<file path="config.mk">
export PLATFORM = sky130hd
export DESIGN_NAME = shreg_ctrl
export DESIGN_NICKNAME = d
export VERILOG_FILES = /design/src/rtl/shreg_pkg.sv /design/src/rtl/shreg_ctrl.sv
export SDC_FILE = /design/constraint.sdc
export NUM_CORES = 1
export LEC_CHECK = 0
export BUFFER_PORTS_ARGS = -buffer_cell sky130_fd_sc_hd__buf_4
export CORE_AREA = 2 2 39 41
export DETAILED_ROUTE_END_ITERATION = 8
export DIE_AREA = 0 0 41 43
export PLACE_DENSITY_LB_ADDON = 0.15
export SKIP_LAST_GASP = 1
export SYNTH_ARGS = -nofsm -noshare
export SYNTH_HDL_FRONTEND = slang
export SYNTH_SLANG_ARGS = --single-unit
</file>
<file path="constraint.sdc">
create_clock -name clk -period 1.27 [get_ports clk]
set_clock_uncertainty 0.05 [all_clocks]
set_input_delay 0.1905 -clock clk [delete_from_list [all_inputs] [get_ports clk]]
set_output_delay 0.1905 -clock clk [all_outputs]
set_load 0.02 [all_outputs]
</file>
<file path="src/rtl/shreg_pkg.sv">
`default_nettype none
package shreg_pkg;

	// Fixed field widths of the request and result channels
	localparam int KEY_W       = 64;
	localparam int FIELD_W     = 16;

	// Default table geometry
	localparam int DEF_TABLE_SLOTS = 64;
	localparam int DEF_HANDLE_BITS = 16;

	// Most entries one release request may free
	localparam int RESULT_LIMIT = 64;
	localparam int LIM_W        = $clog2(RESULT_LIMIT + 1);

	// Request kinds
	typedef enum logic [1:0] {
		REQ_REGISTER   = 2'd0,
		REQ_CLAIM      = 2'd1,
		REQ_UNREGISTER = 2'd2,
		REQ_RELEASE    = 2'd3
	} req_kind_t;

	// Result status codes
	typedef enum logic [1:0] {
		ST_OK        = 2'd0,
		ST_FULL      = 2'd1,
		ST_NOT_FOUND = 2'd2,
		ST_BAD_ARG   = 2'd3
	} res_status_t;

	// Controller states
	typedef enum logic [2:0] {
		S_INIT,
		S_IDLE,
		S_SCAN,
		S_FINISH,
		S_BAD
	} ctl_state_t;

	// Commands from controller to datapath
	typedef struct packed {
		logic accept;
		logic init_step;
		logic scan_step;
		logic emit_bad;
		logic emit_end;
	} ctl_cmd_t;

	// Status from datapath to controller
	typedef struct packed {
		logic init_last;
		logic go;
		logic args_bad;
		logic more;
		logic valid_s1;
		logic hit;
		logic is_release;
		logic limit_hit;
	} ctl_sts_t;

endpackage
`default_nettype wire

</file>
<file path="src/rtl/shreg_ctrl.sv">
`default_nettype none
module shreg_ctrl (
	input  wire logic                 clk,
	input  wire logic                 arst_n,
	input  wire logic                 req_valid,
	output logic                      req_stall,
	input  wire shreg_pkg::ctl_sts_t  sts,
	output shreg_pkg::ctl_cmd_t       cmd
);

	shreg_pkg::ctl_state_t state_q, state_d;

	// Hold state register
	always_ff @(posedge clk or negedge arst_n) begin
		if (!arst_n) begin
			state_q <= shreg_pkg::S_INIT;
		end else begin
			state_q <= state_d;
		end
	end

	// Work out next state
	always_comb begin
		state_d = state_q;
		case (state_q)
			shreg_pkg::S_INIT: begin
				if (sts.init_last) begin
					state_d = shreg_pkg::S_IDLE;
				end
			end
			shreg_pkg::S_IDLE: begin
				if (req_valid) begin
					state_d = sts.args_bad ? shreg_pkg::S_BAD : shreg_pkg::S_SCAN;
				end
			end
			shreg_pkg::S_SCAN: begin
				if (sts.go) begin
					if (sts.hit && !sts.is_release) begin
						state_d = shreg_pkg::S_IDLE;
					end else if (sts.hit && sts.limit_hit) begin
						state_d = shreg_pkg::S_FINISH;
					end else if (!sts.more && !sts.valid_s1) begin
						state_d = shreg_pkg::S_FINISH;
					end
				end
			end
			shreg_pkg::S_FINISH, shreg_pkg::S_BAD: begin
				if (sts.go) begin
					state_d = shreg_pkg::S_IDLE;
				end
			end
			default: begin
				state_d = shreg_pkg::S_IDLE;
			end
		endcase
	end

	// Drive commands
	always_comb begin
		cmd       = '0;
		req_stall = 1'b1;
		case (state_q)
			shreg_pkg::S_INIT: begin
				cmd.init_step = 1'b1;
			end
			shreg_pkg::S_IDLE: begin
				req_stall  = 1'b0;
				cmd.accept = req_valid;
			end
			shreg_pkg::S_SCAN: begin
				cmd.scan_step = sts.go;
			end
			shreg_pkg::S_FINISH: begin
				cmd.emit_end = sts.go;
			end
			shreg_pkg::S_BAD: begin
				cmd.emit_bad = sts.go;
			end
			default: begin
				cmd = '0;
			end
		endcase
	end

endmodule
`default_nettype wire

</file>
; Word-level counts from Yosys, hierarchy flattened
; Index checks and enable logic that the tools add are counted.
[op_classes]
eq_ne = 9
n_mux = 15
n_reduce_logical = 9
[ops]
columns = op, n
row1 = $mux W3, 8
row2 = $pmux W3 S4, 1
row3 = $ne A2 B2 Y1 const B, 4
row4 = $eq A3 B2 Y1 const B, 2
row5 = $mux W1, 6
row6 = $reduce_and A5 Y1, 1
row7 = $ne A4 B4 Y1 const B, 1
row8 = $eq A3 B1 Y1 const B, 1
row9 = $eq A3 B3 Y1 const B, 1
row10 = $logic_and A1 B1 Y1, 3
row11 = $logic_not A1 Y1, 3
row12 = $logic_not A3 Y1, 1
row13 = $reduce_or A2 Y1, 1
[totals]
reg_bits = 3

; Logic depth before layout (Yosys ltp)
; Gate-level depths: netlist of the first run.
[depth]
word_depth = 7
mapped_depth = 5
mapped_depth_nobuf = 5

; Worst setup path before layout of the first run
; OpenSTA, ideal clock, no wires.
[synth_timing]
path_kind = register to register
startpoint = register state_q[2]
endpoint = register state_q[2]
arrival_ns = 1.134
path_slack_ns = 0.007
stages_incl_launch_ff = 6
n_path_buf = 1
period_less_slack_ns = 1.263
cell_sequence = dfrtp_1 buf_6 nor4b_1 a211oi_2 o21ai_2 mux2i_1
[synth_between]
elab_chain_cells = 4
[synth_lines]
columns = element, line
row1 = start: declaration, shreg_ctrl.sv:11  ; shreg_pkg::ctl_state_t state_q, state_d;
row2 = start signal: assignment, shreg_ctrl.sv:16  ; state_q <= shreg_pkg::S_INIT;
row3 = start signal: assignment, shreg_ctrl.sv:18  ; state_q <= state_d;
row4 = $eq A3 B2 Y1 or $eq A3 B3 Y1 (tied branches), shreg_ctrl.sv:25  ; case (state_q)
row5 = $reduce_or A2 Y1, shreg_ctrl.sv:25
row6 = $ne A2 B2 Y1 (no line), -
row7 = $reduce_and A5 Y1 (no line), -
; Several ways; a longest one is shown, not always the timed one.
; A chain may end at the register's enable or synchronous reset.

==> reports/metrics.yaml, run 1 <==
finish:
  fin_nets: 74
  area_growth_pct: 133
  drive_gt1_share_pct: 77.4
  final_area_um2: 592
  fill_cells: 139
  finish.utilization_pct: 42.8
  diodes: 0
  top_regs: "state_q (3)"
  largest-register: "state_q"
  largest_reg_flops: 3
setup_path:
  reg2reg_setup_slack_ps: -170
  cp-end-kind: "primary output"
  start_kind: "flop"
  cp_max_fo: 5
  worstPathArrival_ps: 1220
  cp.required_ps: 1030
  worst-setup-path-type: "flop to primary output"
clock_tree:
  clkSlewWorstSetupHoldPaths_ps: 40
  cts_tree: "yes"
  clockBufferDepth: 2
  cts_made_buffers: 3
  cts_root_buf: "clkbuf_4"
  clkSinkCount: 3
  insertion_delay_ps: 240
  cts_max_level: 1
grt:
  grt.overflow.total: 0
  antenna_found_initial: 0
  grt_pass1_vias: 294
  grt_max_degree: 7
  grt_use_total_pct: 10.5
  grt_pass1_wl_um: 1210
power_and_ir_drop:
  power_leakage_nw: 0.293
  powerDensity_nw_per_um2: 2110
  ir_worst_vdd_uv: 811
placement:
  dpl-instance-area_um2: 420
  port_buffers: 16
  globalplace.congestion: 0.679
  hpwl_um: 554
  place_ws_ps: -31.5
detailed_routing:
  vias_per_cell: 4.24
  first_iter_violations: 4
  drt_wl_total_um: 836
  antenna_left: 0
  num_vias: 331
  firstDrtPassIters: 2
  wl_per_cell_um: 10.7
  route.detailed.drc: 0
status:
  status: "finished, violations left"
  violations: "setup timing"
yosys:
  synth.avg_cell_area_um2: 8.76
  async_flop_share_pct: 100
  synth_top_area_cell: "dfrtp_1"
  synthTopCellsByCount: "3 x dfrtp_1, 3 x inv_1, 2 x and3_1, 2 x mux2i_1, 2 x nand2_1"
  ys_ff_latch: 3
  netlist_area_um2: 254
  synth_edf_count: 0
  ys_warn_count: 0
  syn_nets: 40
  synth_ff_type: "dfrtp_1"
  synthDistinctLibCells: 22
  seq_area_frac_synth_pct: 29.6
  synth_top_area_share_pct: 29.6
  postSynthCellCount: 29
  synth.area.top_cells: "dfrtp_1 30%, mux2i_1 7.9%, a211oi_2 4.9%"
timing:
  fin_crit_ps: 1460
  drv_slew: 0
  setup_slack_ps: -189
  fin_crit_sh_pct: 115
  worst_slew_pin_slew_ps: 322
  hold_viol_final: 0
  fin_hold_ws_ps: 167
  setup_viol: 9
  fmax_mhz: 686
  relSlewSlack_pct: 78.5
  grt_setup_unrepaired: "true"
  tns_ps: -1310
floorplan:
  fp-row-count: 14
  die_w_um: 41
  core_area_um2: 1380
  die_height_um: 43
  io_pins: 17
  die_area_um2: 1760
  initial_core_util_pct: 18.4
worst_hold_path:
  worst_hold_path_type: "input pin to flop"
flow_run:
  maxCapViolations: 0
[path summary, 6_finish.rpt]
check	from	endpoint	cells past startpoint
min in group asynchronous	arst_n	state_q[1]	2
max in group asynchronous	arst_n	state_q[2]	2
hold reg to reg	state_q[2]	state_q[2]	3
setup reg to reg	state_q[2]	state_q[0]	6
setup / recovery	state_q[0]	cmd[2]	4
hold / removal	sts[5]	state_q[2]	3
[cell families after synthesis]
kind of cell | Yosys count | share of synthesized area (%)
buffers and inverters | 4 | 8.87
AO/OA/AOI/OAI | 6 | 17.2
flip-flops | 3 | 29.6
multiplexers | 2 | 7.88
AND/OR/NAND/NOR | 14 | 36.5
[report_power, final]
part,switching (mW),internal (mW)
registers,0.0637,0.139
logic,0.365,0.508
clock network,0.0527,0.118
total,0.482,0.766
[cells in the final DEF, fill, tap and decap left out, drive strengths merged]
master / n
and3: 3
o21ai: 3
and2: 1
nand2: 2
dlygate4sd3: 1
and2b: 1
a211oi: 1
nor2: 1
dfrtp: 3
a21o: 1
nor3: 2
nor3b: 1
mux2i: 2
nand3: 1
inv: 3
nor4b: 1
clkbuf: 4
or2b: 1
buf: 29
a21oi: 1
[per-layer routing]
layer | track usage (%) | wire [um] | vias to the layer above
li1 | - | - | 168
met4 | 2.00 | 0 | 0
met5 | 0 | 0 | -
met2 | 16.3 | 414 | 16
met1 | 12.0 | 336 | 147
met3 | 6.28 | 85 | 0
[through the flow]
stage | power (mW) | instances
global placement | 0.745 | 65
finish | 1.25 | 78
detailed placement | 0.741 | 65
floorplan | 0.522 | 29
global route | 1.33 | 78
CTS | 1.10 | 75
[critical path: stages, from the launching register on]
cell and delay, ps:
dfrtp_1 410, inv_1 140, buf_4 160, and3_4 170
buf_6 110
[repair_timing]
action	CTS	global route
endpoints found under the hold margin	3	0
pin swaps	4	2
hold buffers	1	0
setup buffers	5	3
gates resized for setup	11	7
setup endpoints to repair	8	9
[cell type report]
| type | instances | area [um2] | area share [%] |
|---|---|---|---|
| Inverter | 3 | 11.3 | 1.90 |
| Timing Repair Buffer | 30 | 250 | 42.3 |
| Multi-Input combinational cell | 22 | 206 | 34.9 |
| Tap cell | 16 | 20.0 | 3.38 |
| Clock buffer | 4 | 26.3 | 4.44 |
| Sequential cell | 3 | 77.6 | 13.1 |
No activity file was read; power rests on OpenSTA's default activity.
==> run 2, diff against run 1 <==
clock period = 1.43 ns   (was 1.27 ns; I/O delays follow)
==> run 2 against run 1 <==
  * The flow still finishes with violations (setup timing)
  * Routed wire length shrank 3.2%
  * Power is 19% lower
  * Non-clock buffer count decreased by 6
  * Flip-flop and latch count is the same
  * Largest cell class is now multi-input gates
==> reports/metrics.yaml, run 2 (same netlist as run 1, synthesis figures left out) <==
setup_path:
  cp-end-kind: "primary output"  # unchanged
  start_kind: "flop"  # unchanged
  cp_max_fo: 4  # was 5
  cp.required_ps: 1170  # was 1030 ps
  slowest_delay_ps: 440  # was 410 ps
  crit_slowest_cell: "dfrtp_2"  # was dfrtp_1
  crit_chain: "and2b_2 -> and3_4 -> buf_6"  # was inv_1 -> buf_4 -> and3_4 -> buf_6
  cp_top_family: "flip-flops"  # was buffers and inverters
  worstPathArrival_ps: 1200  # was 1220 ps
  worst-setup-path-type: "flop to primary output"  # unchanged
  cp_num_buf_inv: 1  # was 3
detailed_routing:
  route.detailed.drc: 0  # unchanged
  firstDrtPassIters: 4  # was 2
  wl_met3_um: 59  # was 85 um
  met2WireLength_um: 462  # was 414 um
  drt-met1-wl_um: 276  # was 336 um
  wl_per_cell_um: 11.2  # was 10.7 um
  antenna_left: 0  # unchanged
  vias_per_cell: 4.39  # was 4.24
  first_iter_violations: 7  # was 4
  drt_wl_total_um: 809  # was 836 um
  top_layer: "met4"  # was met3
  num_vias: 316  # was 331
clock_tree:
  clkSlewWorstSetupHoldPaths_ps: 40  # about the same
  cts_max_level: 1  # unchanged
  clockBufferDepth: 2  # unchanged
  cts_root_buf: "clkbuf_4"  # unchanged
  clkSinkCount: 3  # unchanged
  cts_tree: "yes"  # unchanged
  insertion_delay_ps: 240  # about the same
  cts_made_buffers: 3  # unchanged
power_and_ir_drop:
  ir_worst_vdd_uv: 713  # was 811 uV
  power_leakage_nw: 0.261  # was 0.293 nW
  powerDensity_nw_per_um2: 1870  # was 2110 nW/um2
timing:
  setup_viol: 4  # was 9
  relSlewSlack_pct: 83.7  # was 78.5%
  worst_slew_pin_slew_ps: 242  # was 322 ps
  fin_crit_ps: 1470
  grt_setup_unrepaired: "true"  # unchanged
  hold_viol_final: 0  # unchanged
  drv_slew: 0  # unchanged
  fmax_mhz: 682
  setup_slack_ps: -36.1  # was -189 ps
  fin_crit_sh_pct: 103
worst_hold_path:
  worst_hold_path_type: "input pin to flop"  # unchanged
grt:
  grt_max_degree: 7  # unchanged
  grt_use_total_pct: 10.9  # was 10.5%
  grt_pass1_vias: 314  # was 294
  antenna_found_initial: 0  # unchanged
  grt_pass1_wl_um: 1190  # was 1210 um
  grt.overflow.total: 0  # unchanged
floorplan:
  die_w_um: 41  # unchanged
  fp-row-count: 14  # unchanged
  initial_core_util_pct: 18.4  # unchanged
  die_area_um2: 1760  # unchanged
  io_pins: 17  # unchanged
  core_area_um2: 1380  # unchanged
  die_height_um: 43  # unchanged
status:
  status: "finished, violations left"  # unchanged
  violations: "setup timing"  # unchanged
finish:
  final_common_cell: "buf_4"  # unchanged
  diodes: 0  # unchanged
  layout.cells.most_common_list: "18 x buf_4, 5 x buf_6, 3 x clkbuf_4"  # was 23 x buf_4, 6 x buf_6, 3 x inv_1, 3 x clkbuf_4
  final_area_um2: 539  # was 592 um2
  fin_nets: 68  # was 74
  finish.utilization_pct: 39.0  # was 42.8%
  area_growth_pct: 112  # was 133%
  largest_reg_flops: 3  # unchanged
  top_regs: "state_q (3)"  # unchanged
  largest-register: "state_q"  # unchanged
  fill_cells: 152  # was 139
  fin_cells: 72  # was 78
  drive_gt1_share_pct: 73.2  # was 77.4%
placement:
  dpl-instance-area_um2: 383  # was 420 um2
  port_buffers: 16  # unchanged
  place_inst: 60  # was 65
  place_ws_ps: 93.0  # was -31.5 ps
  globalplace.congestion: 0.775  # was 0.679
  hpwl_um: 528  # was 554 um
flow_run:
  maxCapViolations: 0  # unchanged
==> run 2: worst paths after layout <==
path | startpoint | cells past startpoint | slack, ps | end
min | sts[5] | 3 | 190 | state_q[2]
max in group asynchronous | arst_n | 2 | 970 | state_q[2]
min in group asynchronous | arst_n | 2 | 250 | state_q[1]
max | state_q[1] | 3 | -40 | cmd[2]
min reg2reg | state_q[0] | 3 | 640 | state_q[0]
max reg2reg | state_q[1] | 5 | 10 | state_q[2]
==> run 2: layout make-up <==
| cell class | count | area (um2) | share of cell area [%] |
|---|---|---|---|
| multi-input cells | 22 | 203 | 37.6 |
| repair buffers | 24 | 201 | 37.4 |
| flip-flops and latches | 3 | 77.6 | 14.4 |
| clock buffers | 4 | 26.3 | 4.87 |
| well taps | 16 | 20.0 | 3.71 |
| inverters | 3 | 11.3 | 2.09 |
==> run 2: metal layers <==
metal | up-vias | global-route usage (%)
met2 | 16 | 19.1
met5 | - | 0
li1 | 155 | -
met4 | 0 | 10.0
met3 | 2 | 3.66
met1 | 143 | 8.06
==> run 2: stage by stage <==
stage / TNS [ps] / total power [mW] / hold WS [ps]
after floorplan: 0 / 0.463 / -131
after global placement: 0 / 0.589 / -45.7
after detailed placement: 0 / 0.583 / -42.2
after CTS: -86.8 / 0.919 / 195
after global routing: -301 / 1.07 / 220
final: -90.2 / 1.01 / 194
==> run 2: repair_timing <==
item                                    4_1_cts  5_1_grt
hold buffers                                  1        0
resized for setup                            12        5
endpoints found under the setup margin        4        8
pin swaps                                     4        4
endpoints found under the hold margin         3        0
buffers inserted                              5        2
==> run 2: tightest hold or removal path, cell delays in order <==
cell and delay (ps):
buf_4 110, nand2_1 50, mux2i_1 60
==> run 2: report_power, final <==
group / internal [mW] / total (mW) / switching, mW / leakage [nW]
Combinational: 0.372 / 0.685 / 0.314 / 0.212
Clock: 0.105 / 0.156 / 0.0508 / 0.0150
Sequential: 0.124 / 0.169 / 0.0455 / 0.0339
Total: 0.600 / 1.01 / 0.410 / 0.261
